===== src/rtl/frame_drop_alert_monitor_core_defines.svh =====
// Assertion helpers shared by the monitor RTL.
`ifndef FRAME_DROP_ALERT_MONITOR_CORE_DEFINES_SVH
`define FRAME_DROP_ALERT_MONITOR_CORE_DEFINES_SVH

// Same-cycle implication, checked outside reset.
`define FDAM_ASSERT_NOW(label, clk, rst, ante, cons) \
  label: assert property (@(posedge clk) disable iff (rst) (ante) |-> (cons)) \
    else $error("fdam: assertion failed");

// Next-cycle implication, checked outside reset.
`define FDAM_ASSERT_NEXT(label, clk, rst, ante, cons) \
  label: assert property (@(posedge clk) disable iff (rst) (ante) |=> (cons)) \
    else $error("fdam: assertion failed");

`endif


===== src/rtl/fdam_pkg.sv =====
`default_nettype none
package fdam_pkg;

  localparam int TICK_W   = 16;
  localparam int COUNT_W  = 32;
  localparam int THRESH_W = 14;
  localparam int PHASE_W  = 17;
  localparam int PROD_W   = COUNT_W + THRESH_W;
  localparam int CFG_IDX_W  = 3;
  localparam int CFG_DATA_W = 16;

  localparam int FDAM_QUEUE_DEPTH = 2;

  localparam logic [THRESH_W-1:0] DROP_SCALE = 14'd10000;

  localparam logic [CFG_IDX_W-1:0] CFG_DROP_THRESHOLD   = 3'd0;
  localparam logic [CFG_IDX_W-1:0] CFG_HIDE_AFTER       = 3'd1;
  localparam logic [CFG_IDX_W-1:0] CFG_STABLE_DURATION  = 3'd2;
  localparam logic [CFG_IDX_W-1:0] CFG_ALERT_BLINK      = 3'd3;
  localparam logic [CFG_IDX_W-1:0] CFG_STABLE_BLINK     = 3'd4;
  localparam logic [CFG_IDX_W-1:0] CFG_CONTROL_FLAGS    = 3'd5;
  localparam logic [CFG_IDX_W-1:0] CFG_CONTENT_SELECT   = 3'd6;

  localparam int FLAG_STABLE_EN = 0;
  localparam int FLAG_FORCE     = 1;
  localparam int FLAG_MANUAL    = 2;
  localparam int SEL_ALERT_IMG  = 0;
  localparam int SEL_STABLE_IMG = 1;

  typedef struct packed {
    logic [TICK_W-1:0]  elapsed_ms;
    logic               stream_on;
    logic [COUNT_W-1:0] total_frames;
    logic [COUNT_W-1:0] dropped_frames;
  } in_item_t;

  typedef struct packed {
    logic alert_text_on;
    logic alert_image_on;
    logic stable_text_on;
    logic stable_image_on;
    logic alert_active;
    logic stable_active;
  } result_t;

  typedef struct packed {
    logic [THRESH_W-1:0] drop_threshold;
    logic [TICK_W-1:0]   hide_after_ms;
    logic [TICK_W-1:0]   stable_duration_ms;
    logic [TICK_W-1:0]   alert_blink_period_ms;
    logic [TICK_W-1:0]   stable_blink_period_ms;
    logic [2:0]          control_flags;
    logic [1:0]          content_select;
  } cfg_t;

  typedef enum logic [1:0] {
    MODE_FORCE  = 2'd0,
    MODE_IDLE   = 2'd1,
    MODE_STREAM = 2'd2
  } tick_mode_t;

  typedef struct packed {
    logic [TICK_W-1:0]  elapsed_ms;
    tick_mode_t         mode;
    logic [COUNT_W-1:0] d_total;
    logic [COUNT_W-1:0] d_drop;
  } work_t;

endpackage
`default_nettype wire


===== src/rtl/frame_drop_alert_monitor_core.sv =====
`default_nettype none
// Frame drop alert monitor. One item per tick (elapsed time, streaming flag, running
// frame and drop counters) gives one result with the four overlay enables and the alert
// and stable states after that tick. The front end forms counter deltas at accept time
// and places work in a small queue; the back end takes one item at a time: it loads it,
// uses its shared 32x14 multiplier twice for the threshold test, updates the state,
// forms the phase remainder of both blink generators bit-serially, then loads the output
// register once it holds no unread result. Up to QUEUE_DEPTH items wait in the queue and
// one finished result in the output register. Registers are written through the always
// ready cfg port, by the user only while no item is in flight; the block does not check.
module frame_drop_alert_monitor_core
  import fdam_pkg::*;
#(
  parameter int QUEUE_DEPTH = FDAM_QUEUE_DEPTH
) (
  input  wire logic                  clk,
  input  wire logic                  rst,
  input  wire logic                  push,
  output logic                       full,
  input  wire in_item_t              item,
  output logic                       empty,
  input  wire logic                  pop,
  output result_t                    result,
  input  wire logic                  cfg_valid,
  output logic                       cfg_ready,
  input  wire logic [CFG_IDX_W-1:0]  cfg_index,
  input  wire logic [CFG_DATA_W-1:0] cfg_data
);

  cfg_t  cfg;
  logic  q_push;
  logic  q_pop;
  logic  q_empty;
  work_t q_wr_data;
  work_t q_rd_data;

  assign cfg_ready = 1'b1;

  always_ff @(posedge clk) begin
    if (rst) begin
      cfg.drop_threshold         <= 14'd100;
      cfg.hide_after_ms          <= 16'd3000;
      cfg.stable_duration_ms     <= 16'd3000;
      cfg.alert_blink_period_ms  <= '0;
      cfg.stable_blink_period_ms <= '0;
      cfg.control_flags          <= 3'd1;
      cfg.content_select         <= '0;
    end else if (cfg_valid && cfg_ready) begin
      case (cfg_index)
        CFG_DROP_THRESHOLD:  cfg.drop_threshold         <= cfg_data[THRESH_W-1:0];
        CFG_HIDE_AFTER:      cfg.hide_after_ms          <= cfg_data;
        CFG_STABLE_DURATION: cfg.stable_duration_ms     <= cfg_data;
        CFG_ALERT_BLINK:     cfg.alert_blink_period_ms  <= cfg_data;
        CFG_STABLE_BLINK:    cfg.stable_blink_period_ms <= cfg_data;
        CFG_CONTROL_FLAGS:   cfg.control_flags          <= cfg_data[2:0];
        CFG_CONTENT_SELECT:  cfg.content_select         <= cfg_data[1:0];
        default: ;
      endcase
    end
  end

  fdam_front u_front (
    .clk    (clk),
    .rst    (rst),
    .push   (push),
    .item   (item),
    .cfg    (cfg),
    .q_full (full),
    .q_push (q_push),
    .q_data (q_wr_data)
  );

  fdam_queue #(
    .DEPTH (QUEUE_DEPTH)
  ) u_queue (
    .clk     (clk),
    .rst     (rst),
    .wr_en   (q_push),
    .wr_data (q_wr_data),
    .full    (full),
    .rd_en   (q_pop),
    .rd_data (q_rd_data),
    .empty   (q_empty)
  );

  fdam_back u_back (
    .clk     (clk),
    .rst     (rst),
    .cfg     (cfg),
    .q_empty (q_empty),
    .q_data  (q_rd_data),
    .q_pop   (q_pop),
    .result  (result),
    .empty   (empty),
    .pop     (pop)
  );

endmodule
`default_nettype wire


===== src/rtl/fdam_front.sv =====
`default_nettype none
module fdam_front
  import fdam_pkg::*;
(
  input  wire logic     clk,
  input  wire logic     rst,
  input  wire logic     push,
  input  wire in_item_t item,
  input  wire cfg_t     cfg,
  input  wire logic     q_full,
  output logic          q_push,
  output work_t         q_data
);

  logic [COUNT_W-1:0] last_total;
  logic [COUNT_W-1:0] last_dropped;
  logic               wrapped;

  assign q_push  = push && !q_full;
  assign wrapped = (item.total_frames < last_total) || (item.dropped_frames < last_dropped);

  always_comb begin
    q_data.elapsed_ms = item.elapsed_ms;
    q_data.d_total    = '0;
    q_data.d_drop     = '0;
    if (cfg.control_flags[FLAG_FORCE]) begin
      q_data.mode = MODE_FORCE;
    end else if (!item.stream_on) begin
      q_data.mode = MODE_IDLE;
    end else begin
      q_data.mode = MODE_STREAM;
      if (!wrapped) begin
        q_data.d_total = item.total_frames - last_total;
        q_data.d_drop  = item.dropped_frames - last_dropped;
      end
    end
  end

  // counter baselines
  always_ff @(posedge clk) begin
    if (rst) begin
      last_total   <= '0;
      last_dropped <= '0;
    end else if (q_push && !cfg.control_flags[FLAG_FORCE]) begin
      if (item.stream_on) begin
        last_total   <= item.total_frames;
        last_dropped <= item.dropped_frames;
      end else begin
        last_total   <= '0;
        last_dropped <= '0;
      end
    end
  end

endmodule
`default_nettype wire


===== src/rtl/fdam_queue.sv =====
`default_nettype none
module fdam_queue
  import fdam_pkg::*;
#(
  parameter int DEPTH = FDAM_QUEUE_DEPTH
) (
  input  wire logic  clk,
  input  wire logic  rst,
  input  wire logic  wr_en,
  input  wire work_t wr_data,
  output logic       full,
  input  wire logic  rd_en,
  output work_t      rd_data,
  output logic       empty
);

  `include "frame_drop_alert_monitor_core_defines.svh"

  localparam int PtrW = $clog2(DEPTH);
  localparam int CntW = $clog2(DEPTH + 1);

  work_t            mem [DEPTH];
  logic [PtrW-1:0]  wr_ptr;
  logic [PtrW-1:0]  rd_ptr;
  logic [CntW-1:0]  count;
  logic             do_wr;
  logic             do_rd;

  assign full    = (count == CntW'(DEPTH));
  assign empty   = (count == '0);
  assign do_wr   = wr_en && !full;
  assign do_rd   = rd_en && !empty;
  assign rd_data = mem[rd_ptr];

  always_ff @(posedge clk) begin
    if (do_wr) begin
      mem[wr_ptr] <= wr_data;
    end
  end

  always_ff @(posedge clk) begin
    if (rst) begin
      wr_ptr <= '0;
      rd_ptr <= '0;
      count  <= '0;
    end else begin
      if (do_wr) begin
        wr_ptr <= (wr_ptr == PtrW'(DEPTH - 1)) ? '0 : wr_ptr + 1'b1;
      end
      if (do_rd) begin
        rd_ptr <= (rd_ptr == PtrW'(DEPTH - 1)) ? '0 : rd_ptr + 1'b1;
      end
      if (do_wr && !do_rd) begin
        count <= count + 1'b1;
      end else if (do_rd && !do_wr) begin
        count <= count - 1'b1;
      end
    end
  end

  `FDAM_ASSERT_NOW(a_count_bound, clk, rst, 1'b1, count <= CntW'(DEPTH))
  `FDAM_ASSERT_NEXT(a_count_inc, clk, rst, do_wr && !do_rd, count == $past(count) + 1'b1)
  `FDAM_ASSERT_NEXT(a_count_dec, clk, rst, do_rd && !do_wr, count == $past(count) - 1'b1)

endmodule
`default_nettype wire


===== src/rtl/fdam_back.sv =====
`default_nettype none
module fdam_back
  import fdam_pkg::*;
(
  input  wire logic  clk,
  input  wire logic  rst,
  input  wire cfg_t  cfg,
  input  wire logic  q_empty,
  input  wire work_t q_data,
  output logic       q_pop,
  output result_t    result,
  output logic       empty,
  input  wire logic  pop
);

  `include "frame_drop_alert_monitor_core_defines.svh"

  typedef enum logic [5:0] {
    S_IDLE  = 6'b000001,
    S_MUL_A = 6'b000010,
    S_MUL_B = 6'b000100,
    S_UPD   = 6'b001000,
    S_MOD   = 6'b010000,
    S_OUT   = 6'b100000
  } state_t;

  localparam int CntW = $clog2(PHASE_W);

  state_t              state;
  work_t               work;
  logic [PROD_W-1:0]   prod_drop;
  logic [PROD_W-1:0]   prod_thr;
  logic [COUNT_W-1:0]  mul_a;
  logic [THRESH_W-1:0] mul_b;
  logic [PROD_W-1:0]   mul_p;

  logic                alert_flag;
  logic                stable_flag;
  logic [TICK_W-1:0]   quiet_time;
  logic [TICK_W-1:0]   stable_remaining;
  logic [PHASE_W-1:0]  alert_phase;
  logic [PHASE_W-1:0]  stable_phase;
  logic                alert_blink_lit;
  logic                stable_blink_lit;

  logic                alert_next;
  logic                stable_next;
  logic [TICK_W-1:0]   quiet_next;
  logic [TICK_W-1:0]   remaining_next;
  logic [TICK_W:0]     quiet_sum;
  logic                spiked;

  logic [PHASE_W-1:0]  div_a;
  logic [PHASE_W-1:0]  div_s;
  logic [TICK_W-1:0]   rem_a;
  logic [TICK_W-1:0]   rem_s;
  logic [TICK_W-1:0]   rem_a_next;
  logic [TICK_W-1:0]   rem_s_next;
  logic [CntW-1:0]     bit_cnt;

  logic                out_valid;
  logic                out_load;
  logic                alert_shown;
  logic                stable_shown;

  function automatic logic [TICK_W-1:0] rem_step(input logic [TICK_W-1:0] rem,
                                                  input logic             din,
                                                  input logic [TICK_W-1:0] period);
    logic [TICK_W:0] t;
    logic [TICK_W:0] d;
    t = {rem, din};
    d = t - {1'b0, period};
    rem_step = (t >= {1'b0, period}) ? d[TICK_W-1:0] : t[TICK_W-1:0];
  endfunction

  assign q_pop = (state == S_IDLE) && !q_empty;
  assign empty = !out_valid;

  // shared 32x14 multiplier
  assign mul_a = (state == S_MUL_A) ? work.d_drop : work.d_total;
  assign mul_b = (state == S_MUL_A) ? DROP_SCALE : cfg.drop_threshold;
  assign mul_p = PROD_W'(mul_a) * PROD_W'(mul_b);

  assign spiked    = (work.d_total != '0) && (work.d_drop != '0) && (prod_drop >= prod_thr);
  assign quiet_sum = {1'b0, quiet_time} + {1'b0, work.elapsed_ms};

  always_comb begin
    alert_next     = alert_flag;
    stable_next    = stable_flag;
    quiet_next     = quiet_time;
    remaining_next = stable_remaining;
    case (work.mode)
      MODE_FORCE: begin
        alert_next     = 1'b1;
        quiet_next     = '0;
        stable_next    = 1'b0;
        remaining_next = '0;
      end
      MODE_STREAM: begin
        if (spiked) begin
          alert_next     = 1'b1;
          quiet_next     = '0;
          stable_next    = 1'b0;
          remaining_next = '0;
        end else begin
          quiet_next = quiet_sum[TICK_W] ? '1 : quiet_sum[TICK_W-1:0];
          if (quiet_next >= cfg.hide_after_ms) begin
            alert_next = 1'b0;
          end
        end
        if (cfg.control_flags[FLAG_STABLE_EN]) begin
          if (alert_flag && !alert_next) begin
            stable_next    = 1'b1;
            remaining_next = cfg.stable_duration_ms;
          end
          if (stable_next) begin
            if (work.elapsed_ms >= remaining_next) begin
              stable_next    = 1'b0;
              remaining_next = '0;
            end else begin
              remaining_next = remaining_next - work.elapsed_ms;
            end
          end
        end else begin
          stable_next    = 1'b0;
          remaining_next = '0;
        end
      end
      default: begin
        alert_next     = 1'b0;
        quiet_next     = '0;
        stable_next    = 1'b0;
        remaining_next = '0;
      end
    endcase
  end

  assign rem_a_next = rem_step(rem_a, div_a[bit_cnt], cfg.alert_blink_period_ms);
  assign rem_s_next = rem_step(rem_s, div_s[bit_cnt], cfg.stable_blink_period_ms);

  assign out_load     = (state == S_OUT) && (!out_valid || pop);
  assign alert_shown  = (alert_flag || cfg.control_flags[FLAG_MANUAL]) && alert_blink_lit;
  assign stable_shown = stable_flag && cfg.control_flags[FLAG_STABLE_EN] && stable_blink_lit;

  // sequencer and tick state
  always_ff @(posedge clk) begin
    if (rst) begin
      state            <= S_IDLE;
      alert_flag       <= 1'b0;
      stable_flag      <= 1'b0;
      quiet_time       <= '0;
      stable_remaining <= '0;
      alert_phase      <= '0;
      stable_phase     <= '0;
      alert_blink_lit  <= 1'b1;
      stable_blink_lit <= 1'b1;
      out_valid        <= 1'b0;
    end else begin
      if (out_load) begin
        out_valid <= 1'b1;
      end else if (pop && out_valid) begin
        out_valid <= 1'b0;
      end
      case (state)
        S_IDLE: begin
          if (!q_empty) begin
            state <= S_MUL_A;
          end
        end
        S_MUL_A: state <= S_MUL_B;
        S_MUL_B: state <= S_UPD;
        S_UPD: begin
          alert_flag       <= alert_next;
          stable_flag      <= stable_next;
          quiet_time       <= quiet_next;
          stable_remaining <= remaining_next;
          state            <= S_MOD;
        end
        S_MOD: begin
          if (bit_cnt == '0) begin
            if (cfg.alert_blink_period_ms == '0) begin
              alert_phase     <= '0;
              alert_blink_lit <= 1'b1;
            end else begin
              alert_phase     <= {1'b0, rem_a_next};
              alert_blink_lit <= {rem_a_next, 1'b0} < {1'b0, cfg.alert_blink_period_ms};
            end
            if (cfg.stable_blink_period_ms == '0) begin
              stable_phase     <= '0;
              stable_blink_lit <= 1'b1;
            end else begin
              stable_phase     <= {1'b0, rem_s_next};
              stable_blink_lit <= {rem_s_next, 1'b0} < {1'b0, cfg.stable_blink_period_ms};
            end
            state <= S_OUT;
          end
        end
        S_OUT: begin
          if (out_load) begin
            state <= S_IDLE;
          end
        end
        default: state <= S_IDLE;
      endcase
    end
  end

  // datapath
  always_ff @(posedge clk) begin
    if (q_pop) begin
      work <= q_data;
    end
    if (state == S_MUL_A) begin
      prod_drop <= mul_p;
    end
    if (state == S_MUL_B) begin
      prod_thr <= mul_p;
    end
    if (state == S_UPD) begin
      div_a   <= PHASE_W'({1'b0, alert_phase} + (PHASE_W + 1)'(work.elapsed_ms));
      div_s   <= PHASE_W'({1'b0, stable_phase} + (PHASE_W + 1)'(work.elapsed_ms));
      rem_a   <= '0;
      rem_s   <= '0;
      bit_cnt <= CntW'(PHASE_W - 1);
    end
    if (state == S_MOD) begin
      rem_a   <= rem_a_next;
      rem_s   <= rem_s_next;
      bit_cnt <= bit_cnt - 1'b1;
    end
    if (out_load) begin
      result.alert_text_on   <= alert_shown && !cfg.content_select[SEL_ALERT_IMG];
      result.alert_image_on  <= alert_shown && cfg.content_select[SEL_ALERT_IMG];
      result.stable_text_on  <= stable_shown && !cfg.content_select[SEL_STABLE_IMG];
      result.stable_image_on <= stable_shown && cfg.content_select[SEL_STABLE_IMG];
      result.alert_active    <= alert_flag;
      result.stable_active   <= stable_flag;
    end
  end

  `FDAM_ASSERT_NOW(a_alert_stable_excl, clk, rst, 1'b1, !(alert_flag && stable_flag))
  `FDAM_ASSERT_NOW(a_stable_remaining, clk, rst, 1'b1, stable_flag == (stable_remaining != '0))
  `FDAM_ASSERT_NEXT(a_out_fill, clk, rst, (state == S_OUT) && !out_valid, out_valid)

endmodule
`default_nettype wire

===== config.mk =====
export PLATFORM = sky130hd
export DESIGN_NAME = frame_drop_alert_monitor_core
export DESIGN_NICKNAME = d
export VERILOG_FILES = /design/src/rtl/fdam_pkg.sv /design/src/rtl/frame_drop_alert_monitor_core.sv /design/src/rtl/fdam_front.sv /design/src/rtl/fdam_queue.sv /design/src/rtl/fdam_back.sv
export VERILOG_INCLUDE_DIRS = /design/src /design/src/rtl
export SDC_FILE = /design/constraint.sdc
export NUM_CORES = 2
export LEC_CHECK = 0
export BUFFER_PORTS_ARGS = -buffer_cell sky130_fd_sc_hd__buf_2
export CORE_MARGIN = 2
export CORE_UTILIZATION = 24
export CTS_BUF_LIST = sky130_fd_sc_hd__clkbuf_8
export CTS_CLUSTER_SIZE = 8
export DETAILED_ROUTE_END_ITERATION = 10
export PLACE_DENSITY = 0.47
export SYNTH_ARGS = -nofsm -noshare
export SYNTH_HDL_FRONTEND = slang
export SYNTH_SLANG_ARGS = --single-unit

===== constraint.sdc =====
create_clock -name clk -period 11.7 [get_ports clk]
set_input_delay 2.34 -clock clk [delete_from_list [all_inputs] [get_ports clk]]
set_output_delay 2.34 -clock clk [all_outputs]
set_load 0.01 [all_outputs]

[Yosys cells after proc, flatten, opt, wreduce, memory -nomap -nowiden]
Memory sizes are Yosys's and may differ from the RTL's. A register that Yosys moved wholly into a read port is not among the register bits.
Index checks and enable logic that the tools add are counted.
Storage, ports and cells
  flip-flop bits (word level): 397
  memories kept: 1
  input port bits: 105
  bits in writable memories: 164
  logic and storage cells: 187
  output and inout port bits: 9
Cells by class
  reduce and logical (&&, ||, !) cells: 51
  multiplexer cells: 59
  eq/ne operators: 17
  $mul: 1
  $lt $le $gt $ge: 10
  $add $sub $neg: 13
Memory list
  u_queue.mem: words 2, bits a word 82, rd ports 1, clocked after Yosys merged registers in 1, write ports 1, line fdam_queue.sv:22  | work_t mem [DEPTH];
Operator list (number)
  $mux 16: 18
  $mux 64: 3
  $mux 32: 3
  $lt 32x32->1: 2
  $reduce_bool 32->1: 2
  $sub 32x32->32: 2
  $sub 16x16->16: 3
  $ge 46x46->1: 1
  $mul 32x14->46: 1
  $pmux 6 s6: 1
  $add 17x16->17: 2
  $ge 17x16->1: 2
  $lt 17x16->1: 2
  $ge 16x16->1: 2
  $logic_not 16->1: 2
  $mux 1: 21
  $logic_and 1x1->1: 19
  $mux 6: 3
  $add 16x16->17: 1
  $reduce_and 2->1: 8
  $mux 14: 1
  $bmux 1 s5: 2
  $mux 5: 2
  $eq 3x3->1 const B: 3
  other kinds (25): 45

[Depth between registers and ports, before layout]
  depth after elaboration: 16
  mapped depth: 36
  depth with buffers taken out: 34

[Modules after synthesis]
From an unflattened synthesis, not the netlist that was laid out.
Unflattened totals
  cell total of the unflattened synthesis: 4741
  area, all modules: 48039.8 um^2
Modules (own cells, without submodules)
  fdam_back: seq. area each 9038.7 um^2, cells each 3343, area an instance 32538.7 um^2, times used 1
  fdam_queue: seq. area each 5024.8 um^2, cells each 280, area an instance 6130.9 um^2, times used 1
  fdam_front: seq. area each 1281.2 um^2, cells each 811, area an instance 6053.3 um^2, times used 1
  frame_drop_alert_monitor_core: seq. area each 1661.6 um^2, cells each 307, area an instance 3316.9 um^2, times used 1

[Worst setup path after synthesis]
No wires, ideal clock.
  kind: reg2reg
  start: register u_back.state[5]
  end: register u_back.prod_drop[41], data pin
  setup slack: 2856 ps
  arrival time: 8581 ps
  buffers on the path: 2
  setup time: 264 ps
  period minus slack after synthesis: 8844 ps
  stages on the path, launching flop included: 31
  required time: 11436 ps
  path through: dfxtp_1 > nor4_1 > nand3b_1 > inv_1 > clkbuf_1 > clkbuf_1 > nand2_1 > nand2_1 > nand2_1 > fa_1 > inv_1 > fa_1 > fa_1 > inv_1 > fa_1 > inv_1 > fa_1 > inv_1 > fa_1 > inv_1 > ha_1 > a21o_1 > a21o_1 > a21oi_1 > o21ai_0 > a2111oi_0 > nor2_1 > a41o_1 > a221oi_1 > o21ai_0 > xnor2_1
Between the ends
  word-level cells in the longest chain between the ends: 3
  elaborated cells on any way between the ends: 4
  classes of those cells: mul: 1; eq/ne: 1; mux: 2
RTL lines
  from (decl): line fdam_back.sv:29  | state_t state;
  from (signal assigned): line fdam_back.sv:148  | state <= S_IDLE;
  from (signal assigned): line fdam_back.sv:167  | state <= S_MUL_A;
  from (signal assigned): line fdam_back.sv:170  | S_MUL_A: state <= S_MUL_B;
  $eq 6x2->1 (*): line fdam_back.sv:80, fdam_back.sv:81
  $mux 32 or $mux 14 (tied branches): line fdam_back.sv:80, fdam_back.sv:81
  $mul 32x14->46 (*): line fdam_back.sv:82  | assign mul_p = PROD_W'(mul_a) * PROD_W'(mul_b);
  net u_back.mul_p[41]: line fdam_back.sv:35  | logic [PROD_W-1:0] mul_p;
  to (signal assigned): line fdam_back.sv:214  | prod_drop <= mul_p;
  to (decl): line fdam_back.sv:31  | logic [PROD_W-1:0] prod_drop;
The timed path passes the listed nets; every way through them passes the cells marked *.
A chain may end at the register's enable or synchronous reset.

[Final worst setup path]
  start: register, netlist name u_back.work[66]
  end: register u_back.stable_remaining[4]
Between the ends
  word-level cells in the longest chain between the ends: 16
  elaborated cells on any way between the ends: 20
  classes of those cells: add/sub: 2; order compare: 2; mux: 14; reduce/logical: 2
RTL lines
  $add 16x16->17: line fdam_back.sv:85  | assign quiet_sum = {1'b0, quiet_time} + {1'b0, work.elapsed_ms};
  $mux 16: line fdam_back.sv:106  | quiet_next = quiet_sum[TICK_W] ? '1 : quiet_sum[TICK_W-1:0];
  $ge 16x16->1: line fdam_back.sv:107  | if (quiet_next >= cfg.hide_after_ms) begin
  $mux 1: line fdam_back.sv:107
  $mux 1: line fdam_back.sv:100  | if (spiked) begin
  $mux 1: line fdam_back.sv:92  | case (work.mode)
  $logic_not 1->1: line fdam_back.sv:112  | if (alert_flag && !alert_next) begin
  $logic_and 1x1->1: line fdam_back.sv:112
  $mux 16: line fdam_back.sv:112
  $mux 16: line fdam_back.sv:111  | if (cfg.control_flags[FLAG_STABLE_EN]) begin
  $mux 16: line fdam_back.sv:92
  $sub 16x16->16 or $ge 16x16->1 (tied branches): line fdam_back.sv:121, fdam_back.sv:117
  $mux 16: line fdam_back.sv:117  | if (work.elapsed_ms >= remaining_next) begin
  $mux 16 (*): line fdam_back.sv:116  | if (stable_next) begin
  $mux 16 (*): line fdam_back.sv:111
  $mux 16 (*): line fdam_back.sv:92
  to (signal assigned): line fdam_back.sv:176  | stable_remaining <= remaining_next;
  to (decl): line fdam_back.sv:40  | logic [TICK_W-1:0] stable_remaining;
Every way passes the cells marked *; elsewhere a longest branch is shown, timed or not. The select of a mux whose other input is x is not followed.

==> summary.txt <==
CTS
  – TritonCTS Buffers: between 100 and 150
  – Clock-pin slew on the worst setup and hold paths: approximately 60 ps
  – CTS tree: done
  – Post-CTS Setup Repair Bufs: 0
  – Clk root buf: clkbuf_8
  – Longest Clk Path Bufs: 3
  – Post-CTS sizing: 0
  – H-tree depth: 3
  – # hold bufs at CTS: 0
  – Worst-Skew Late Latency: a little under 900 ps
  – Sink Count: ~640

Drt
  – Final ANT Viol Nets: 0
  – 1st-iter DRT viols: 2348
  – Vias post-DR: between 30000 and 40000
  – Residual DRC count: 0
  – Post-DR wirelength/cell: 18.4 um
  – First-pass DRT Iterations: 5
  – Drt via density: ~4.6
  – Routed WL: roughly 140 mm

Run
  – Max Cap Viol: 0

Layout
  – Register area: 17000 um^2
  – FILL cells: slightly above 20000
  – Synth-to-layout area growth: 12.1%
  – Nets: roughly 5700
  – Layout cell share with drive strength beyond 1: 0.0941
  – Area of the multi-input gates: 26800 um^2

Setup path
  – CP peak stage delay: roughly 1100 ps
  – Crit Path Max Fanout: 19
  – CP Class: reg2reg
  – Critical path's most frequent cell: a21oi_1
  – Slowest CP cell: nor3b_2
  – Crit path DAT: roughly 10000 ps
  – CP endpoint kind: flop
  – WP data required: roughly 12000 ps
  – CP startpoint kind: flop

STA
  – Setup ws final: 2530 ps
  – Actual slew at the worst max-slew pin: about 1300 ps
  – Hold Violations, Final: 0
  – Slew HR: 0.126
  – Period minus WS final: 9170 ps
  – Final setup fails: 0
  – Fmax: approximately 110 MHz
  – Tcrit/Tclk final: 0.784
  – Final Skew: 71.2 ps
  – Final Slew Violations: 0
  – Unrepaired setup endpoints after global routing: false
  – Fin Setup TNS: 0 ps
  – Worst hold slack: 460 ps

Yosys
  – Syn_nets: between 5000 and 6000
  – Seq/Total Area, Yosys: 0.363
  – Syn Std Cell Area: around 47000 um^2
  – Yosys cell types: between 70 and 80
  – Synthesized area per cell: between 9 and 10 um^2
  – Synth Area in XOR/XNOR: 0.0310
  – Post-Syn Instances: 4746
  – Compound-Gate Fraction of Synth Area: 0.109
  – Async SR Flop Fraction: 0
  – Multiplexer area fraction after synthesis: 0.0394
  – Synth Area in Simple Gates: 0.138
  – Ys flop type: edfxtp_1
  – Synthesis Warnings: 0
  – Post-synth EDFFs: a little over 400
  – Adder-cell share of the synthesized area: 0.253
  – Largest family of logic cells by synthesized area: adder cells
  – #FFs+latches synth: around 640

Global routing
  – Grt ovf: 0
  – Initial antenna violation count: 11
  – Global-route wire length before repair: 210 mm
  – Vias in the first global route: between 30000 and 40000
  – Gr usage total: 0.137
  – Largest net degree at the start of global routing: between 100 and 150

Placement
  – DP Wirelength: 103 mm
  – Port bufs: around 110
  – Placement Setup Slack: about 2600 ps
  – Gpl congestion: between 0.8 and 0.9

Die
  – DIE WIDTH: approximately 450 um
  – Die Area: ~200000 um^2
  – # IOs: 114
  – # rows: 162
  – Core area: 194000 um^2
  – Die Ht: between 400 and 500 um
  – Initial Util: 0.241

Run status
  – Status: completed

Hold path
  – Min-Delay Path Class: reg2reg
-- cells in the mapped netlist, types with 6 or more instances --
cell / count / area (um^2)
a211oi_1: 21 / 158
buf_1: 9 / 33.8
nor2_1: 415 / 1560
or2_2: 29 / 181
nand3b_1: 18 / 135
a2111oi_0: 9 / 78.8
a211o_1: 16 / 140
a22o_1: 32 / 280
mux4_2: 10 / 225
or3_1: 12 / 75.1
o21a_1: 32 / 240
o21ai_0: 128 / 641
dfxtp_1: 226 / 4520
edfxtp_1: 415 / 12500
nand2_1: 575 / 2160
and3_1: 120 / 751
inv_1: 643 / 2410
o21bai_1: 22 / 165
nor4_1: 34 / 213
o41ai_1: 6 / 52.6
a21oi_1: 246 / 1230
xor2_1: 68 / 596
fa_1: 365 / 7310
buf_2: 6 / 30.0
nor3_1: 42 / 210
a21o_1: 95 / 713
xnor2_1: 98 / 858
a31oi_1: 15 / 93.8
ha_1: 364 / 4550
o31a_1: 8 / 70.1
mux2_2: 86 / 968
nand3_1: 47 / 235
nor2b_1: 41 / 257
a22oi_1: 68 / 510
o211ai_1: 6 / 45.0
nand2b_1: 32 / 200
a41oi_1: 10 / 87.6
mux2i_1: 65 / 651
clkbuf_1: 174 / 653
a21boi_0: 7 / 52.6
and2_1: 20 / 125
o31ai_1: 12 / 90.1
nand4_1: 28 / 175
-- path summary, 6_finish.rpt --
path | slack [ps] | endpoint | cells after the start | startpoint
hold reg to reg | 460 | cfg[52]$_SDFFE_PP0P_ | 2 | cfg[52]$_SDFFE_PP0P_
hold / removal | 460 | cfg[52]$_SDFFE_PP0P_ | 2 | cfg[52]$_SDFFE_PP0P_
setup / recovery | 2530 | u_back.stable_remaining[4]$_SDFFE_PP0P_ | 35 | u_back.work[66]$_DFFE_PP_
setup reg to reg | 2530 | u_back.stable_remaining[4]$_SDFFE_PP0P_ | 35 | u_back.work[66]$_DFFE_PP_
-- cell type report --
type,instances,area share
multi-input combinational,3272,0.510
sequential,641,0.324
tap,2542,0.0606
inverter,643,0.0460
clock buffer,122,0.0320
timing repair buffer,155,0.0172
clock inverter,85,0.0104
antenna,5,0.000238
-- per-stage QoR --
step,std cells,area [um^2],utilization
2_1_floorplan,4746,46800,-
3_3_place_gp,7252,50300,0.259
3_5_place_dp,7252,50300,0.259
4_1_cts,7459,52500,0.270
5_1_grt,7464,52500,0.270
6_report,7465,52500,0.270
-- flip-flops by register name, indices dropped and copies added (netlist names), 2 cells and up --
name,cells
u_back.alert_phase,16
cfg,83
u_back.div_a,17
u_front.last_dropped,32
u_back.prod_drop,46
u_back.quiet_time,16
u_back.result,6
u_back.work,82
u_back.stable_remaining,16
u_back.rem_s,16
u_queue.mem,164
u_front.last_total,32
u_back.bit_cnt,5
u_back.stable_phase,16
u_back.div_s,17
u_queue.count,2
u_back.prod_thr,46
u_back.rem_a,16
u_back.state,6
-- worst max-delay path, delay by kind of cell, from the launching register on --
family                   cells  cell delay, ps
adder cells (fa/ha/maj)      5            1730
AND/OR/NAND/NOR             10            2370
AO/OA/AOI/OAI               17            3770
flip-flops                   1             520
multiplexers                 1             120
buffers and inverters        2             560
-- kinds of logic (layout without fill, tap and decap cells) --
logic type,Yosys count,after routing
simple gates,1434,1434
buf+inv,833,1005
compound gates,781,781
fa+ha+maj,729,729
flops,641,641
xor+xnor,166,166
mux,161,161
other cells,1,6
-- placed cells by master, fill, tap and decap left out, types with 15 or more instances in the layout --
cell and count:
a211o_1 16, inv_1 678, a22o_1 32, and3_1 119, nor3_1 42, mux2_2 86
dfxtp_1 225, o21a_1 32, nor2b_1 41, xor2_1 68, or2_2 29, fa_1 365
buf_4 42, nor4_1 34, nand4_1 28, xnor2_1 98, o21ai_0 128, clkinv_2 23
nand2_1 575, a211oi_1 21, a22oi_1 68, a31oi_1 15, a21oi_1 245, and2_1 18
buf_2 111, o21bai_1 22, nand3_1 47, mux2i_1 65, nand2b_1 32, nor2_1 410
clkbuf_8 122, ha_1 364, nand3b_1 18, a21o_1 95, edfxtp_1 415
-- metal layers --
layer / part of all wire / GRT usage
met3: 0.055 / 0.0200
met1: 0.46 / 0.186
met2: 0.46 / 0.223
met5: 0.00019 / 0
met4: 0.029 / 0.0475
Power is left out: the tool's default activity adds up to more than one toggle a clock period on the data nets, which glitch-free logic cannot reach.
